$ cat config.mk
export PLATFORM = sky130hd
export DESIGN_NAME = ddarc_divider
export DESIGN_NICKNAME = d
export VERILOG_FILES = /design/src/ddarc_pkg.sv /design/src/ddarc_divider.sv
export SDC_FILE = /design/constraint.sdc
export NUM_CORES = 1
export LEC_CHECK = 0
export ABC_AREA = 1
export CAP_MARGIN = 10
export CORE_UTILIZATION = 45
export CTS_CLUSTER_DIAMETER = 200
export DETAILED_ROUTE_END_ITERATION = 6
export DONT_BUFFER_PORTS = 1
export GPL_TIMING_DRIVEN = 0
export PLACE_DENSITY = 0.66
export SLEW_MARGIN = 20
export SYNTH_ARGS = -nofsm -noshare
export SYNTH_HDL_FRONTEND = slang
export SYNTH_SLANG_ARGS = --single-unit
$ cat constraint.sdc
create_clock -name clock -period 4.1 [get_ports clock]
set_input_delay 0.82 -clock clock [delete_from_list [all_inputs] [get_ports clock]]
set_output_delay 0.82 -clock clock [all_outputs]
set_load 0.05 [all_outputs]
$ cat src/ddarc_pkg.sv
// ============================================================================
// DDA raycaster package
// Shared constants, item types, divider link types and state codes.
// ============================================================================
package ddarc_pkg;

   // Map, texture and fixed point geometry
   localparam int MAP_WIDTH  = 64;
   localparam int MAP_HEIGHT = 64;
   localparam int TEX_WIDTH  = 64;
   localparam int TEX_HEIGHT = 64;
   localparam int FRAC_BITS  = 16;

   localparam int MAP_DEPTH   = MAP_WIDTH * MAP_HEIGHT;
   localparam int MAP_ADDR_W  = $clog2(MAP_DEPTH);
   localparam int CELL_W      = 12;
   localparam int GUARD_LIMIT = MAP_WIDTH + MAP_HEIGHT + 2;
   localparam int GUARD_W     = $clog2(GUARD_LIMIT + 2);

   // Field widths
   localparam int SCR_W      = 13;
   localparam int POS_W      = 22;
   localparam int VEC_W      = 19;
   localparam int COL_W      = 12;
   localparam int IDX_W      = 6;
   localparam int ROW_W      = 12;
   localparam int PERP_W     = 24;
   localparam int LINE_W     = 16;
   localparam int TEXX_W     = 6;
   localparam int TSTEP_W    = 23;

   // Internal datapath widths
   localparam int CAM_W      = 31;
   localparam int RD_W       = 36;
   localparam int DIST_W     = 39;
   localparam int RAY_PROD_W = VEC_W + CAM_W;
   localparam int DD_LOW_W   = 2 * FRAC_BITS + 1;
   localparam int SD_PROD_W  = FRAC_BITS + 1 + DD_LOW_W;
   localparam int PNUM_W     = CELL_W + FRAC_BITS + 2;
   localparam int TEXS_W     = FRAC_BITS + $clog2(TEX_WIDTH) + 1;
   localparam int TPOS_PROD_W = LINE_W - 1 + TSTEP_W;

   localparam logic [FRAC_BITS:0]  ONE_FX    = (FRAC_BITS + 1)'(1) << FRAC_BITS;
   localparam logic [DIST_W-1:0]   DIST_SAT  = DIST_W'(1) << 38;
   localparam logic [PERP_W-1:0]   PERP_MAX  = '1;
   localparam logic [LINE_W-1:0]   LINE_MAX  = '1;
   localparam logic [TSTEP_W-1:0]  TEX_SAT   = TSTEP_W'(4194304);
   localparam logic [ROW_W-1:0]    ROW_MAX   = '1;

   // Serial divider
   localparam int DIV_NUM_W = 40;
   localparam int DIV_DEN_W = 36;
   localparam int DIV_CNT_W = $clog2(DIV_NUM_W + 1);

   // Configuration port
   localparam int CSR_IDX_W  = 3;
   localparam int CSR_DATA_W = 22;

   typedef enum logic [CSR_IDX_W-1:0] {
      CSR_SCREEN_WIDTH  = 3'd0,
      CSR_SCREEN_HEIGHT = 3'd1,
      CSR_POS_X         = 3'd2,
      CSR_POS_Y         = 3'd3,
      CSR_DIR_X         = 3'd4,
      CSR_DIR_Y         = 3'd5,
      CSR_PLANE_X       = 3'd6,
      CSR_PLANE_Y       = 3'd7
   } csr_index_type;

   typedef enum logic {
      OP_MAP_WRITE = 1'b0,
      OP_CAST      = 1'b1
   } op_type;

   typedef enum logic [1:0] {
      FACE_SOUTH = 2'd0,
      FACE_NORTH = 2'd1,
      FACE_EAST  = 2'd2,
      FACE_WEST  = 2'd3
   } face_type;

   typedef struct packed {
      logic             operation;
      logic [COL_W-1:0] column;
      logic [IDX_W-1:0] cell_x;
      logic [IDX_W-1:0] cell_y;
      logic             cell_is_wall;
   } req_type;

   typedef struct packed {
      logic [IDX_W-1:0]   hit_x;
      logic [IDX_W-1:0]   hit_y;
      logic               hit_side;
      logic [1:0]         wall_face;
      logic [PERP_W-1:0]  perp_distance;
      logic [LINE_W-1:0]  line_height;
      logic [ROW_W-1:0]   draw_start;
      logic [ROW_W-1:0]   draw_end;
      logic [TEXX_W-1:0]  texture_column;
      logic [TSTEP_W-1:0] texture_step;
      logic [TSTEP_W-1:0] texture_start;
      logic               escaped;
   } rsp_type;

   typedef struct packed {
      logic                 start;
      logic [DIV_NUM_W-1:0] dividend;
      logic [DIV_DEN_W-1:0] divisor;
   } div_req_type;

   typedef struct packed {
      logic                 done;
      logic                 busy;
      logic [DIV_NUM_W-1:0] quotient;
   } div_rsp_type;

   typedef enum logic [4:0] {
      S_CLEAR,
      S_IDLE,
      S_CAM,
      S_RAYX,
      S_RAYY,
      S_DDX_GO,
      S_DDX,
      S_DDY_GO,
      S_DDY,
      S_SDX,
      S_SDY,
      S_STEP,
      S_TEST,
      S_PERP_GO,
      S_PERP,
      S_LINE_GO,
      S_LINE,
      S_SPAN,
      S_STEPD,
      S_TEXM,
      S_TPOS,
      S_DONE
   } state_type;

endpackage

$ cat src/ddarc_divider.sv
// ============================================================================
// Serial divider
// Restoring unsigned division, one quotient bit per cycle.
// ============================================================================
module ddarc_divider (
   input  logic                   clock,
   input  logic                   reset,
   input  ddarc_pkg::div_req_type div_req,
   output ddarc_pkg::div_rsp_type div_rsp
);
   import ddarc_pkg::*;

   logic                 busy_ff, busy_in;
   logic                 done_ff, done_in;
   logic [DIV_CNT_W-1:0] cnt_ff, cnt_in;
   logic [DIV_DEN_W:0]   rem_ff, rem_in;
   logic [DIV_NUM_W-1:0] quo_ff, quo_in;
   logic [DIV_DEN_W-1:0] den_ff, den_in;
   logic [DIV_DEN_W:0]   shifted;
   logic                 fits;

   always_comb begin
      busy_in = busy_ff;
      done_in = 1'b0;
      cnt_in  = cnt_ff;
      rem_in  = rem_ff;
      quo_in  = quo_ff;
      den_in  = den_ff;
      shifted = {rem_ff[DIV_DEN_W-1:0], quo_ff[DIV_NUM_W-1]};
      fits    = shifted >= {1'b0, den_ff};
      if (div_req.start) begin
         busy_in = 1'b1;
         cnt_in  = DIV_CNT_W'(DIV_NUM_W);
         rem_in  = '0;
         quo_in  = div_req.dividend;
         den_in  = div_req.divisor;
      end else if (busy_ff) begin
         rem_in = fits ? (shifted - {1'b0, den_ff}) : shifted;
         quo_in = {quo_ff[DIV_NUM_W-2:0], fits};
         cnt_in = cnt_ff - DIV_CNT_W'(1);
         if (cnt_ff == DIV_CNT_W'(1)) begin
            busy_in = 1'b0;
            done_in = 1'b1;
         end
      end
   end

   always_ff @(posedge clock) begin
      if (reset) begin
         busy_ff <= 1'b0;
         done_ff <= 1'b0;
         cnt_ff  <= '0;
      end else begin
         busy_ff <= busy_in;
         done_ff <= done_in;
         cnt_ff  <= cnt_in;
      end
      rem_ff <= rem_in;
      quo_ff <= quo_in;
      den_ff <= den_in;
   end

   assign div_rsp.done     = done_ff;
   assign div_rsp.busy     = busy_ff;
   assign div_rsp.quotient = quo_ff;

`ifndef SYNTHESIS
   a_no_start_busy: assert property (@(posedge clock) disable iff (reset)
      div_req.start |-> !busy_ff) else $error("divider started while busy");
   a_done_idle: assert property (@(posedge clock) disable iff (reset)
      done_ff |-> !busy_ff) else $error("divider done while still busy");
   a_last_step: assert property (@(posedge clock) disable iff (reset)
      busy_ff && cnt_ff == DIV_CNT_W'(1) && !div_req.start |=> done_ff)
      else $error("divider missed its last step");
`endif

endmodule
Word-level counts from Yosys, hierarchy flattened

Cells that the tools add are included.

Logic and storage cells: 24
Flip-flop bits (word level): 120
Bits of input ports: 79

Multiplexer cells: 9
Bitwise operators: 1
Add/sub/neg operators: 2
Reductions and logical operators: 3
Equal/unequal tests: 1
Magnitude comparators: 1

Operators with widths:

| operator            | number |
|---|---|
| $mux 40             | 2 |
| $ge 37x36->1        | 1 |
| $mux 36             | 1 |
| $sub 36x36->36      | 1 |
| $mux 6              | 2 |
| $eq 6x1->1 const B  | 1 |
| $sub 6x1->6 const B | 1 |
| $mux 1              | 4 |
| $reduce_or 3->1     | 1 |
| $reduce_bool 2->1   | 1 |
| $reduce_or 2->1     | 1 |
| $not 1->1           | 1 |

Logic depth before layout (Yosys ltp)

Gate-level depths: netlist (run 1).

Word-level depth: 4
Mapped depth: 17

Worst setup path after synthesis (run 1)

No wires, ideal clock.

Path kind: in2reg
Start point: input port div_req[76] (netlist name)
End point: register quo_ff[0], enable pin
Setup time: 0.421 ns
Buffers on the path: 2
Data arrival time: 2.566 ns
Stages: 4
Setup slack: 1.113 ns
Cell sequence: clkbuf_1 > nor2_1 > inv_2 > buf_1

Word-level cells in the longest chain between the ends: 1

RTL lines:

| item                        | RTL line            | text |
|---|---|---|
| start: declaration          | ddarc_divider.sv:8  | `input ddarc_pkg::div_req_type div_req,` |
| $reduce_bool 2->1 (no line) | --                  |  |
| end signal: assignment      | ddarc_divider.sv:59 | `quo_ff <= quo_in;` |
| end: declaration            | ddarc_divider.sv:17 | `logic [DIV_NUM_W-1:0] quo_ff, quo_in;` |

Every way passes these cells.
A chain may end at the register's enable or synchronous reset.

Worst setup path in the final report (run 1)

Start point: register quo_ff[39]
End point: register rem_ff[32]

Word-level cells in the longest chain between the ends: 2
Elaborated cells on any way between the ends: 3
Classes of those cells: add/sub: 1; order compare: 1; mux: 1

RTL lines:

| item                                                  | RTL line                                 | text |
|---|---|---|
| $sub 36x36->36 / $ge 37x36->1 (equally long branches) | ddarc_divider.sv:38, ddarc_divider.sv:30 |  |
| $mux 36 *                                             | ddarc_divider.sv:38                      | `rem_in = fits ? (shifted - {1'b0, den_ff}) : shifted;` |
| end signal: assignment                                | ddarc_divider.sv:58                      | `rem_ff <= rem_in;` |
| end: declaration                                      | ddarc_divider.sv:16                      | `logic [DIV_DEN_W:0] rem_ff, rem_in;` |

Every way passes the cells marked *; elsewhere a longest branch is shown, timed or not.

==> results.tsv, run 1 <==
stage	metric	value	unit
finish	antenna_cells	0	
sta	max_slew_margin	56.3	%
finish	fin_nets	1246	
sta	tightest_slew	0.655	ns
drt	postRouteAntennaNets	0	
finish	syn2layout_area_growth	12.0	%
yosys	ys_top_cells_by_count	nand2_1 (436), inv_1 (182), nand3_1 (79), edfxtp_1 (76), nor2_1 (66)	
power	ir_drop	0.286	mV
drt	first_iter_violations	383	
setup_path	crit_path_end_kind	flop	
floorplan	die_area	18300	sq um
cts	postCtsHoldBufs	0	
yosys	yosysWarnings	0	
setup_path	regToRegSetupSlack	1.30	ns
power	leakage	4.77	nW
cts	post_cts_buffers	0	
yosys	syn_avg_cell_area	7.19	sq um
yosys	synth-edff-count	76	
power	totalPowerFinal	3.54	mW
run_status	status	finished clean	
drt	drcViolationCount	0	
setup_path	worstPathMaxFanout	4	
drt	wl_met2	9.32	mm
global_routing	grt_pass1_wl	32.7	mm
floorplan	start_util	46.1	%
drt	dr.pass1.iters	5	
sta	period_needed	2.80	ns
global_routing	track_usage	23.7	%
setup_path	cp-start-kind	flop	
finish	instances_no_fill	1366	
floorplan	core_area	17300	sq um
cts	cts.clk_slew.worst_paths	0.06	ns
yosys	yosys-top-cells-area	edfxtp_1 (29%), nand2_1 (21%), dfxtp_1 (11%)	
drt	drt-met1-wl	9.12	mm
setup_path	crit_type	flop to flop	
yosys	syn_area	7970	sq um
floorplan	io-pin-count	121	
hold_path	worstHoldStart	reset	
placement	port_buffers	0	
sta	hold_ws	0.450	ns
setup_path	worstPathRequired	4.42	ns
finish	fill_cells	1743	
yosys	yosysSeqAreaShare	39.7	%
cts	cts-root-buf	clkbuf_16	
drt	routed_wl	20.6	mm
yosys	synth_nets	1226	
cts	htree_levels	4	
drt	route.met3.wl	1.66	mm
cts	clock_sinks	120	
power	power_per_cell_area	397	nW/um^2
run	drv_cap	0	
sta	fin_worst_skew	0.0118	ns
global_routing	antenna_found_initial	1	
hold_path	worstHoldPathCells	1	
yosys	async_flop_share	0	%
sta	drv_slew	0	
drt	wl_per_cell	15.0	um
placement	post-dp-hpwl	16.0	mm
drt	vias	6812	
finish	postLayoutCoreUtil	51.6	%
cts	cts_buffers	17	
yosys	ys.flop_type	edfxtp_1	
yosys	synth_top_cell_area_share	28.6	%
cts	cts_resized	0	
floorplan	die_w	135	um
sta	period_share	68.2	%
sta	hold_violations	0	
floorplan	std_cell_rows	48	
sta	rsz0062_at_grt	no	
yosys	yosysTopAreaCell	edfxtp_1	
yosys	yosysMostFrequentCell	nand2_1	
global_routing	grt.overflow.total	0	
global_routing	grt_max_degree	38	
sta	fin_setup_tns	0	ns
drt	vias_per_cell	4.99	
placement	place_area	8270	sq um
finish	fin_area	8930	sq um
setup_path	worst_ep_arrival_time	3.12	ns
cts	clockBufferDepth	2	
setup_path	r2r_end	rem_ff[32]	
cts	clock_latency	0.43	ns
placement	pre_cts_slack	1.39	ns
yosys	synth_cell_type_count	43	
placement	gp_congestion	0.927	
sta	setup_viol_count_final	0	
setup_path	rr_startpoint	quo_ff[39]	
hold_path	min_path_type	input pin to flop	
yosys	ys_seq_elements	120	
drt	top_layer_used	met5	
floorplan	die_h	135	um
sta	max_freq	357	MHz
yosys	syn_inst	1108	
sta	setup_slack	1.30	ns
placement	dp_cells	1334	
finish	layout-drive-gt1-share	9.64	%
cts	cts_tree	yes	
global_routing	first_global_vias	6696	
hold_path	holdPathEnd	cnt_ff[3]	
setup_path	r2r_cells	15	
[registers in the layout, indices dropped and copies added, names as in the netlist]
name     cells
cnt_ff       6
rem_ff      36
done_ff      1
busy_ff      1
quo_ff      40
den_ff      36
[area by class of cell]
cell class,count,area (sq um),share of cell area [%]
Tap cell,225,282,3.15
Multi-Input combinational cell,770,3880,43.5
Buffer,28,213,2.38
Clock buffer,17,425,4.77
Inverter,190,713,7.99
Clock inverter,15,226,2.54
Sequential cell,120,3160,35.4
Timing Repair Buffer,1,20.0,0.224
[per-layer routing]
metal	track usage [%]	up-vias
met3	8.22	28
met2	39.5	230
li1	-	3496
met5	0	-
met1	28.2	3056
met4	8.24	2
[power breakdown]
part / leakage [nW] / switching [mW] / internal (mW)
logic: 3.33 / 0.197 / 0.0941
clock network: 0.322 / 0.636 / 1.05
registers: 1.12 / 0.191 / 1.38
[placed cells by master, fill, tap and decap left out, drive strengths merged, types with 2 or more instances in the layout]
cell / n
a211oi: 2
a21o: 2
a21oi: 24
a31oi: 2
buf: 17
bufinv: 4
clkbuf: 29
dfxtp: 44
edfxtp: 76
ha: 38
inv: 200
nand2: 446
nand3: 95
nand3b: 19
nand4: 6
nor2: 72
nor3: 9
nor4: 3
o21ai: 26
o21bai: 3
xnor2: 17
xor2: 2
[logic make-up (layout without fill, tap and decap cells)]
family | Yosys count | count (layout) | share of synthesized area [%]
xor gates and xnor gates | 19 | 19 | 2.09
DFF | 120 | 120 | 39.7
buffers and inverters | 218 | 251 | 11.6
adders and majority gates | 39 | 39 | 6.22
AOI/OAI and AO/OA | 59 | 59 | 4.19
and+or+nand+nor | 653 | 653 | 36.2
[worst max path at each step]
stage          slack (ns)   startpoint    endpoint
5_1_grt              1.09   quo_ff[39]  rem_ff[32]
4_1_cts              1.37   quo_ff[39]  rem_ff[32]
6_report             1.30   quo_ff[39]  rem_ff[32]
3_5_place_dp         1.39   quo_ff[39]  rem_ff[32]
2_1_floorplan        1.11  div_req[76]   quo_ff[0]
3_3_place_gp         0.18  div_req[76]  quo_ff[22]
[critical path: stages, from the launching register on]
cell      delay, ns
edfxtp_1       0.67
inv_1          0.12
ha_1           0.26
fa_1           0.47
nor2_1         0.16
o21ai_0        0.09
nand2_1        0.16
nand2_1        0.07
nand2_1        0.19
nand2_1        0.13
nand2_1        0.09
nand2_1        0.05
nand2_1        0.06
nand2_1        0.05
nand3_1        0.07
nand2_1        0.05
(Power assumes the default switching activity.)
==> inputs of run 2 (changes only) <==
--- a/config.mk
+++ b/config.mk
@@ -12,7 +12,7 @@
 export DETAILED_ROUTE_END_ITERATION = 6
 export DONT_BUFFER_PORTS = 1
 export GPL_TIMING_DRIVEN = 0
-export PLACE_DENSITY = 0.66
+export PLACE_DENSITY = 0.68
 export SLEW_MARGIN = 20
 export SYNTH_ARGS = -nofsm -noshare
 export SYNTH_HDL_FRONTEND = slang
==> constraint.sdc (replaced) <==
create_clock -name clock -period 2.4 [get_ports clock]
set_input_delay 0.48 -clock clock [delete_from_list [all_inputs] [get_ports clock]]
set_output_delay 0.48 -clock clock [all_outputs]
set_load 0.05 [all_outputs]
==> run 2 against run 1 <==
Net effect: the flow now finishes with violations (negative setup slack); flip-flop and latch count is the same; core utilization up 2.2 points; global-route usage grew 0.85 points; combinational power grew 82%; via count grew 2.7%; clock-buffer cell count did not move; wire length up 5.1%; clock power increased by 58%; fmax rose by 15%; sequential share of layout area is 1.4 points lower; sequential power increased by 71%; highest routed layer is now met4; setup slack worse by 1.3 ns.
==> results.tsv, run 2 (synthesized netlist as in run 1, its figures left out) <==
stage	metric	value	unit	change
cts	htree_levels	4		unchanged
sta	fin_setup_tns	-0.104	ns	was 0 ns
drt	routed_wl	21.6	mm	was 20.6 mm
cts	clock_sinks	120		unchanged
setup_path	worst_ep_arrival_time	2.76	ns	was 3.12 ns
power	power_per_cell_area	632	nW/um^2	was 397 nW/um^2
power	p_switching	1.78	mW	was 1.02 mW
drt	dr.pass1.iters	5		unchanged
cts	clockBufferDepth	2		unchanged
sta	setup_slack	-0.0361	ns	was 1.30 ns
drt	vias_per_cell	5.08		was 4.99
finish	largest_register_ffs	40		unchanged
cts	cts.clk_slew.worst_paths	0.07	ns	was 0.06 ns
sta	drv_slew	0		unchanged
cts	postCtsHoldBufs	0		unchanged
floorplan	die_area	18300	sq um	unchanged
floorplan	io-pin-count	121		unchanged
global_routing	track_usage	24.5	%	was 23.7%
finish	final_common_cell	nand2_1		unchanged
sta	fin_worst_skew	0.0135	ns	was 0.0118 ns
global_routing	antenna_found_initial	0		was 1
setup_path	crit_type	flop to flop		unchanged
power	switching_share	30.2	%	was 28.9%
setup_path	cp-start-kind	flop		unchanged
finish	layout-drive-gt1-share	14.2	%	was 9.64%
hold_path	worstHoldStart	reset		unchanged
placement	port_buffers	0		unchanged
finish	syn2layout_area_growth	16.7	%	was 12.0%
run_status	status	finished with violations		was finished clean
cts	clock_latency	0.43	ns	about the same
global_routing	first_global_vias	6859		was 6696
global_routing	grt_max_degree	50		was 38
sta	hold_violations	0		unchanged
hold_path	min_path_type	input pin to flop		unchanged
floorplan	core_area	17300	sq um	unchanged
setup_path	worstPathMaxFanout	4		unchanged
setup_path	rr_startpoint	quo_ff[39]		unchanged
power	leakage	4.91	nW	was 4.77 nW
finish	regMostFlops	quo_ff		unchanged
drt	drcViolationCount	0		unchanged
placement	post-dp-hpwl	16.2	mm	was 16.0 mm
floorplan	die_w	135	um	unchanged
power	combPwrFrac	9.0	%	was 8.2%
sta	tightest_slew	0.703	ns	was 0.655 ns
cts	cts-root-buf	clkbuf_16		unchanged
floorplan	std_cell_rows	48		unchanged
finish	final_cell_mix	nand2_1 (419), inv_1 (181), edfxtp_1 (76)		was nand2_1 (436), inv_1 (182), nand3_1 (79)
placement	pre_cts_slack	-0.343	ns	was 1.39 ns
drt	wl_per_cell	15.7	um	was 15.0 um
sta	max_freq	410	MHz	was 357 MHz
sta	period_share	102	%	was 68.2%
floorplan	die_h	135	um	unchanged
finish	fill_cells	1710		was 1743
drt	vias	6998		was 6812
sta	setup_viol_count_final	5		was 0
sta	max_slew_margin	53.1	%	was 56.3%
drt	first_iter_violations	359		was 383
setup_path	crit_start	quo_ff[39]		unchanged
power	totalPowerFinal	5.88	mW	was 3.54 mW
power	power_frac_seq	45.7	%	was 44.3%
power	ir_drop	0.504	mV	was 0.286 mV
setup_path	regToRegSetupSlack	-0.04	ns	was 1.30 ns
placement	place_area	8250	sq um	was 8270 sq um
global_routing	grt.overflow.total	0		unchanged
cts	cts_tree	yes		unchanged
floorplan	start_util	46.1	%	unchanged
setup_path	crit_path_end_kind	flop		unchanged
sta	hold_ws	0.109	ns	was 0.450 ns
power	p_int	4.10	mW	was 2.52 mW
global_routing	grt_pass1_wl	34.1	mm	was 32.7 mm
finish	fin_area	9300	sq um	was 8930 sq um
power	clkPwrFrac	45.3	%	was 47.5%
finish	fin_nets	1258		was 1246
finish	top_regs	quo_ff (40), den_ff (36), rem_ff (36)		unchanged
placement	dp_cells	1333		was 1334
placement	gp_congestion	0.929		was 0.927
cts	cts_buffers	17		unchanged
run	drv_cap	0		unchanged
sta	period_needed	2.44	ns	was 2.80 ns
run_status	violations	negative setup slack		
sta	rsz0062_at_grt	yes		was no
finish	postLayoutCoreUtil	53.8	%	was 51.6%
setup_path	worstPathRequired	2.73	ns	was 4.42 ns
finish	antenna_cells	0		unchanged
drt	postRouteAntennaNets	0		unchanged
finish	instances_no_fill	1378		was 1366
## run 2: changes by cell type in the layout (fill, tap and decap cells not counted), moves of 10 or more
cell,before,now
nand2_1,436,419
nand3_1,79,65
nand2_2,6,19
buf_4,5,15
nand3_2,16,26
## run 2: power by group through the flow
stage | Combinational (mW) | Sequential (mW) | Clock (mW)
3_3_place_gp | 0.485 | 2.73 | 0
3_5_place_dp | 0.494 | 2.73 | 0
6_report | 0.529 | 2.69 | 2.66
4_1_cts | 0.504 | 2.69 | 2.71
5_1_grt | 0.597 | 2.70 | 2.80
2_1_floorplan | 0.379 | 2.69 | 0
## run 2: layout make-up
| type | count | area [sq um] | share of cell area, % |
|---|---|---|---|
| clock buffers | 17 | 425 | 4.57 |
| repair buffers | 13 | 150 | 1.61 |
| plain buffers | 28 | 274 | 2.95 |
| clock inverters | 15 | 180 | 1.94 |
| inverters | 190 | 716 | 7.69 |
| multi-input cells | 770 | 4110 | 44.2 |
| flip-flops and latches | 120 | 3160 | 34.0 |
| well taps | 225 | 282 | 3.03 |
## run 2: layer usage
metal | wire, um | up-vias | global-route usage [%]
li1 | - | 3521 | -
met1 | 9290 | 3180 | 30.5
met2 | 9940 | 261 | 40.4
met3 | 1780 | 36 | 6.68
met4 | 580 | 0 | 9.36
met5 | 0 | - | 0
## run 2: worst max-delay path: stages (launching register included)
cell	delay [ns]
edfxtp_1	0.71
inv_2	0.12
ha_4	0.19
fa_2	0.39
nor2_4	0.14
o21ai_2	0.07
nand2_2	0.12
buf_4	0.14
nand3_4	0.08
nand4_1	0.10
nand2_1	0.07
inv_1	0.05
nand2_1	0.04
nand3_1	0.06
nand2_1	0.05
## run 2: what timing repair did
| item | in CTS | in global routing |
|---|---|---|
| pin swaps | 12 | 14 |
| gates cloned | 0 | 3 |
| gates resized for setup | 25 | 50 |
| setup buffers | 5 | 5 |
| endpoints found under the setup margin | 31 | 35 |
## run 2: path summary, 6_finish.rpt
check / end / depth (start not counted)
worst max-delay path: rem_ff[24] / 14
worst min-delay path: cnt_ff[3] / 1
worst max register to register: rem_ff[24] / 14
worst min register to register: rem_ff[34] / 2
==> inputs of run 3 (changes only) <==
--- a/config.mk
+++ b/config.mk
@@ -12,7 +12,7 @@
 export DETAILED_ROUTE_END_ITERATION = 6
 export DONT_BUFFER_PORTS = 1
 export GPL_TIMING_DRIVEN = 0
-export PLACE_DENSITY = 0.68
+export PLACE_DENSITY = 0.66
 export SLEW_MARGIN = 20
 export SYNTH_ARGS = -nofsm -noshare
 export SYNTH_HDL_FRONTEND = slang
==> constraint.sdc (replaced) <==
create_clock -name clock -period 2.47 [get_ports clock]
set_input_delay 0.494 -clock clock [delete_from_list [all_inputs] [get_ports clock]]
set_output_delay 0.494 -clock clock [all_outputs]
set_load 0.05 [all_outputs]
==> run 3 against run 2 <==
Net effect: total power down 4.5%; worst hold slack better by 0.016 ns; first-iteration DRC count up 18%; the run now ends clean.
==> results.tsv, run 3 (synthesized netlist as in run 1, its figures left out) <==
stage	metric	value	unit	change
run_status	status	finished clean		was finished with violations
setup_path	regToRegSetupSlack	0.05	ns	was -0.04 ns
floorplan	die_area	18300	sq um	unchanged
power	leakage	4.85	nW	was 4.91 nW
finish	final_common_cell	nand2_1		unchanged
drt	routed_wl	20.8	mm	was 21.6 mm
drt	drcViolationCount	0		unchanged
placement	post-dp-hpwl	15.8	mm	was 16.2 mm
finish	largest_register_ffs	40		unchanged
setup_path	critPathTopFamily	simple AND/OR/NAND/NOR gates		was flip-flops
sta	rsz0062_at_grt	yes		unchanged
finish	instances_no_fill	1382		was 1378
global_routing	grt_max_degree	50		unchanged
power	ir_drop	0.746	mV	was 0.504 mV
finish	antenna_cells	0		unchanged
floorplan	start_util	46.1	%	unchanged
drt	vias	6881		was 6998
finish	syn2layout_area_growth	15.6	%	was 16.7%
global_routing	grt.overflow.total	0		unchanged
sta	drv_slew	0		unchanged
sta	period_share	98.1	%	was 102%
cts	postCtsHoldBufs	0		unchanged
drt	wl_per_cell	15.0	um	was 15.7 um
finish	layout-drive-gt1-share	14.3	%	was 14.2%
floorplan	io-pin-count	121		unchanged
setup_path	crit_chain	inv_2 -> ha_4 -> fa_2 -> nor2_4 -> o21ai_2 -> nand2_2 -> nand2_2 -> nand2_4 -> nand2_2 -> nand2_1 -> nand2_1 -> nand2_1 -> nand2_2 -> nand3_2 -> nand2_1		was inv_2 -> ha_4 -> fa_2 -> nor2_4 -> o21ai_2 -> nand2_2 -> buf_4 -> nand3_4 -> nand4_1 -> nand2_1 -> inv_1 -> nand2_1 -> nand3_1 -> nand2_1
global_routing	antenna_found_initial	0		unchanged
placement	gp_congestion	0.948		was 0.929
sta	fin_worst_skew	0.0171	ns	was 0.0135 ns
sta	setup_slack	0.0474	ns	was -0.0361 ns
hold_path	min_path_type	input pin to flop		unchanged
setup_path	worst_ep_arrival_time	2.74	ns	was 2.76 ns
drt	first_iter_violations	425		was 359
finish	top_regs	quo_ff (40), den_ff (36), rem_ff (36)		unchanged
floorplan	die_h	135	um	unchanged
setup_path	worst-path-buf-inv	1		was 3
cts	clockBufferDepth	2		unchanged
cts	cts_buffers	17		unchanged
cts	cts.clk_slew.worst_paths	0.07	ns	about the same
floorplan	die_w	135	um	unchanged
run	drv_cap	0		unchanged
placement	dp_cells	1333		unchanged
cts	cts_tree	yes		unchanged
drt	postRouteAntennaNets	0		unchanged
drt	vias_per_cell	4.98		was 5.08
setup_path	worstPathRequired	2.79	ns	was 2.73 ns
floorplan	core_area	17300	sq um	unchanged
placement	pre_cts_slack	-0.230	ns	was -0.343 ns
setup_path	crit_path_end_kind	flop		unchanged
setup_path	critPathSlowestCell	edfxtp_1		unchanged
sta	period_needed	2.42	ns	was 2.44 ns
floorplan	std_cell_rows	48		unchanged
finish	regMostFlops	quo_ff		unchanged
sta	hold_violations	0		unchanged
global_routing	track_usage	23.7	%	was 24.5%
cts	cts-root-buf	clkbuf_16		unchanged
sta	setup_viol_count_final	0		was 5
sta	max_freq	413	MHz	was 410 MHz
cts	clock_sinks	120		unchanged
cts	htree_levels	4		unchanged
placement	port_buffers	0		unchanged
cts	clock_latency	0.43	ns	about the same
sta	max_slew_margin	53.2	%	was 53.1%
finish	fin_nets	1262		was 1258
drt	dr.pass1.iters	5		unchanged
setup_path	worst_path_largest_cell_delay	0.69	ns	was 0.71 ns
finish	postLayoutCoreUtil	53.3	%	was 53.8%
power	power_per_cell_area	610	nW/um^2	was 632 nW/um^2
global_routing	grt_pass1_wl	33.0	mm	was 34.1 mm
setup_path	crit_type	flop to flop		unchanged
sta	tightest_slew	0.703	ns	about the same
finish	final_cell_mix	nand2_1 (424), inv_1 (181), edfxtp_1 (76)		was nand2_1 (419), inv_1 (181), edfxtp_1 (76)
setup_path	worstPathMaxFanout	4		unchanged
setup_path	cp-start-kind	flop		unchanged
global_routing	first_global_vias	6718		was 6859
run 3: cell count changes in the layout (fill, tap and decap cells not counted), sizes merged:
cell | before | now
bufinv | 2 | 1
clkinv | 2 | 4
buf | 26 | 33
clkinvlp | 3 | 1
clkbuf | 32 | 29
inv | 198 | 199
run 3: power by group:
group / internal (mW) / switching (mW)
sequential: 2.29 / 0.317
combinational: 0.192 / 0.346
clock: 1.42 / 1.05
run 3: stage by stage:
stage	hold slack (ns)	power [mW]	setup TNS [ns]	area, sq um
2_1_floorplan	0.444	2.99	0	7980
3_3_place_gp	0.459	3.12	-8.01	8260
3_5_place_dp	0.461	3.12	-1.27	8250
4_1_cts	0.112	5.63	-0.00336	8960
5_1_grt	0.110	5.82	-0.401	9210
6_report	0.126	5.62	0	9210
run 3: final cells by class:
type,instances,area (sq um)
clock buffer,17,425
multi-input combinational,770,4100
sequential,120,3160
timing repair buffer,17,139
tap,225,282
fill,1695,8090
inverter,190,713
buffer,28,236
clock inverter,15,153
run 3: path summary, 6_finish.rpt:
path         cells past startpoint  startpoint    endpoint
max                             15  quo_ff[39]  rem_ff[32]
min                              1       reset   cnt_ff[3]
max reg2reg                     15  quo_ff[39]  rem_ff[32]
min reg2reg                      2  rem_ff[24]  rem_ff[24]
run 3: metal layers:
metal	wire [um]	up-vias	share of wire (%)	global-route usage [%]
li1	-	3544	-	-
met1	9380	3095	45	29.7
met2	9480	223	46	38.9
met3	1620	19	7.8	7.77
met4	306	0	1.5	5.99
met5	0	-	0	0
run 3: timing repair:
action | 4_1_cts | 5_1_grt
endpoints found under the setup margin | 18 | 32
cloned | 0 | 0
gates resized for setup | 7 | 53
hold endpoints to repair | 0 | 0
pin swaps | 2 | 16
buffers inserted | 15 | 5
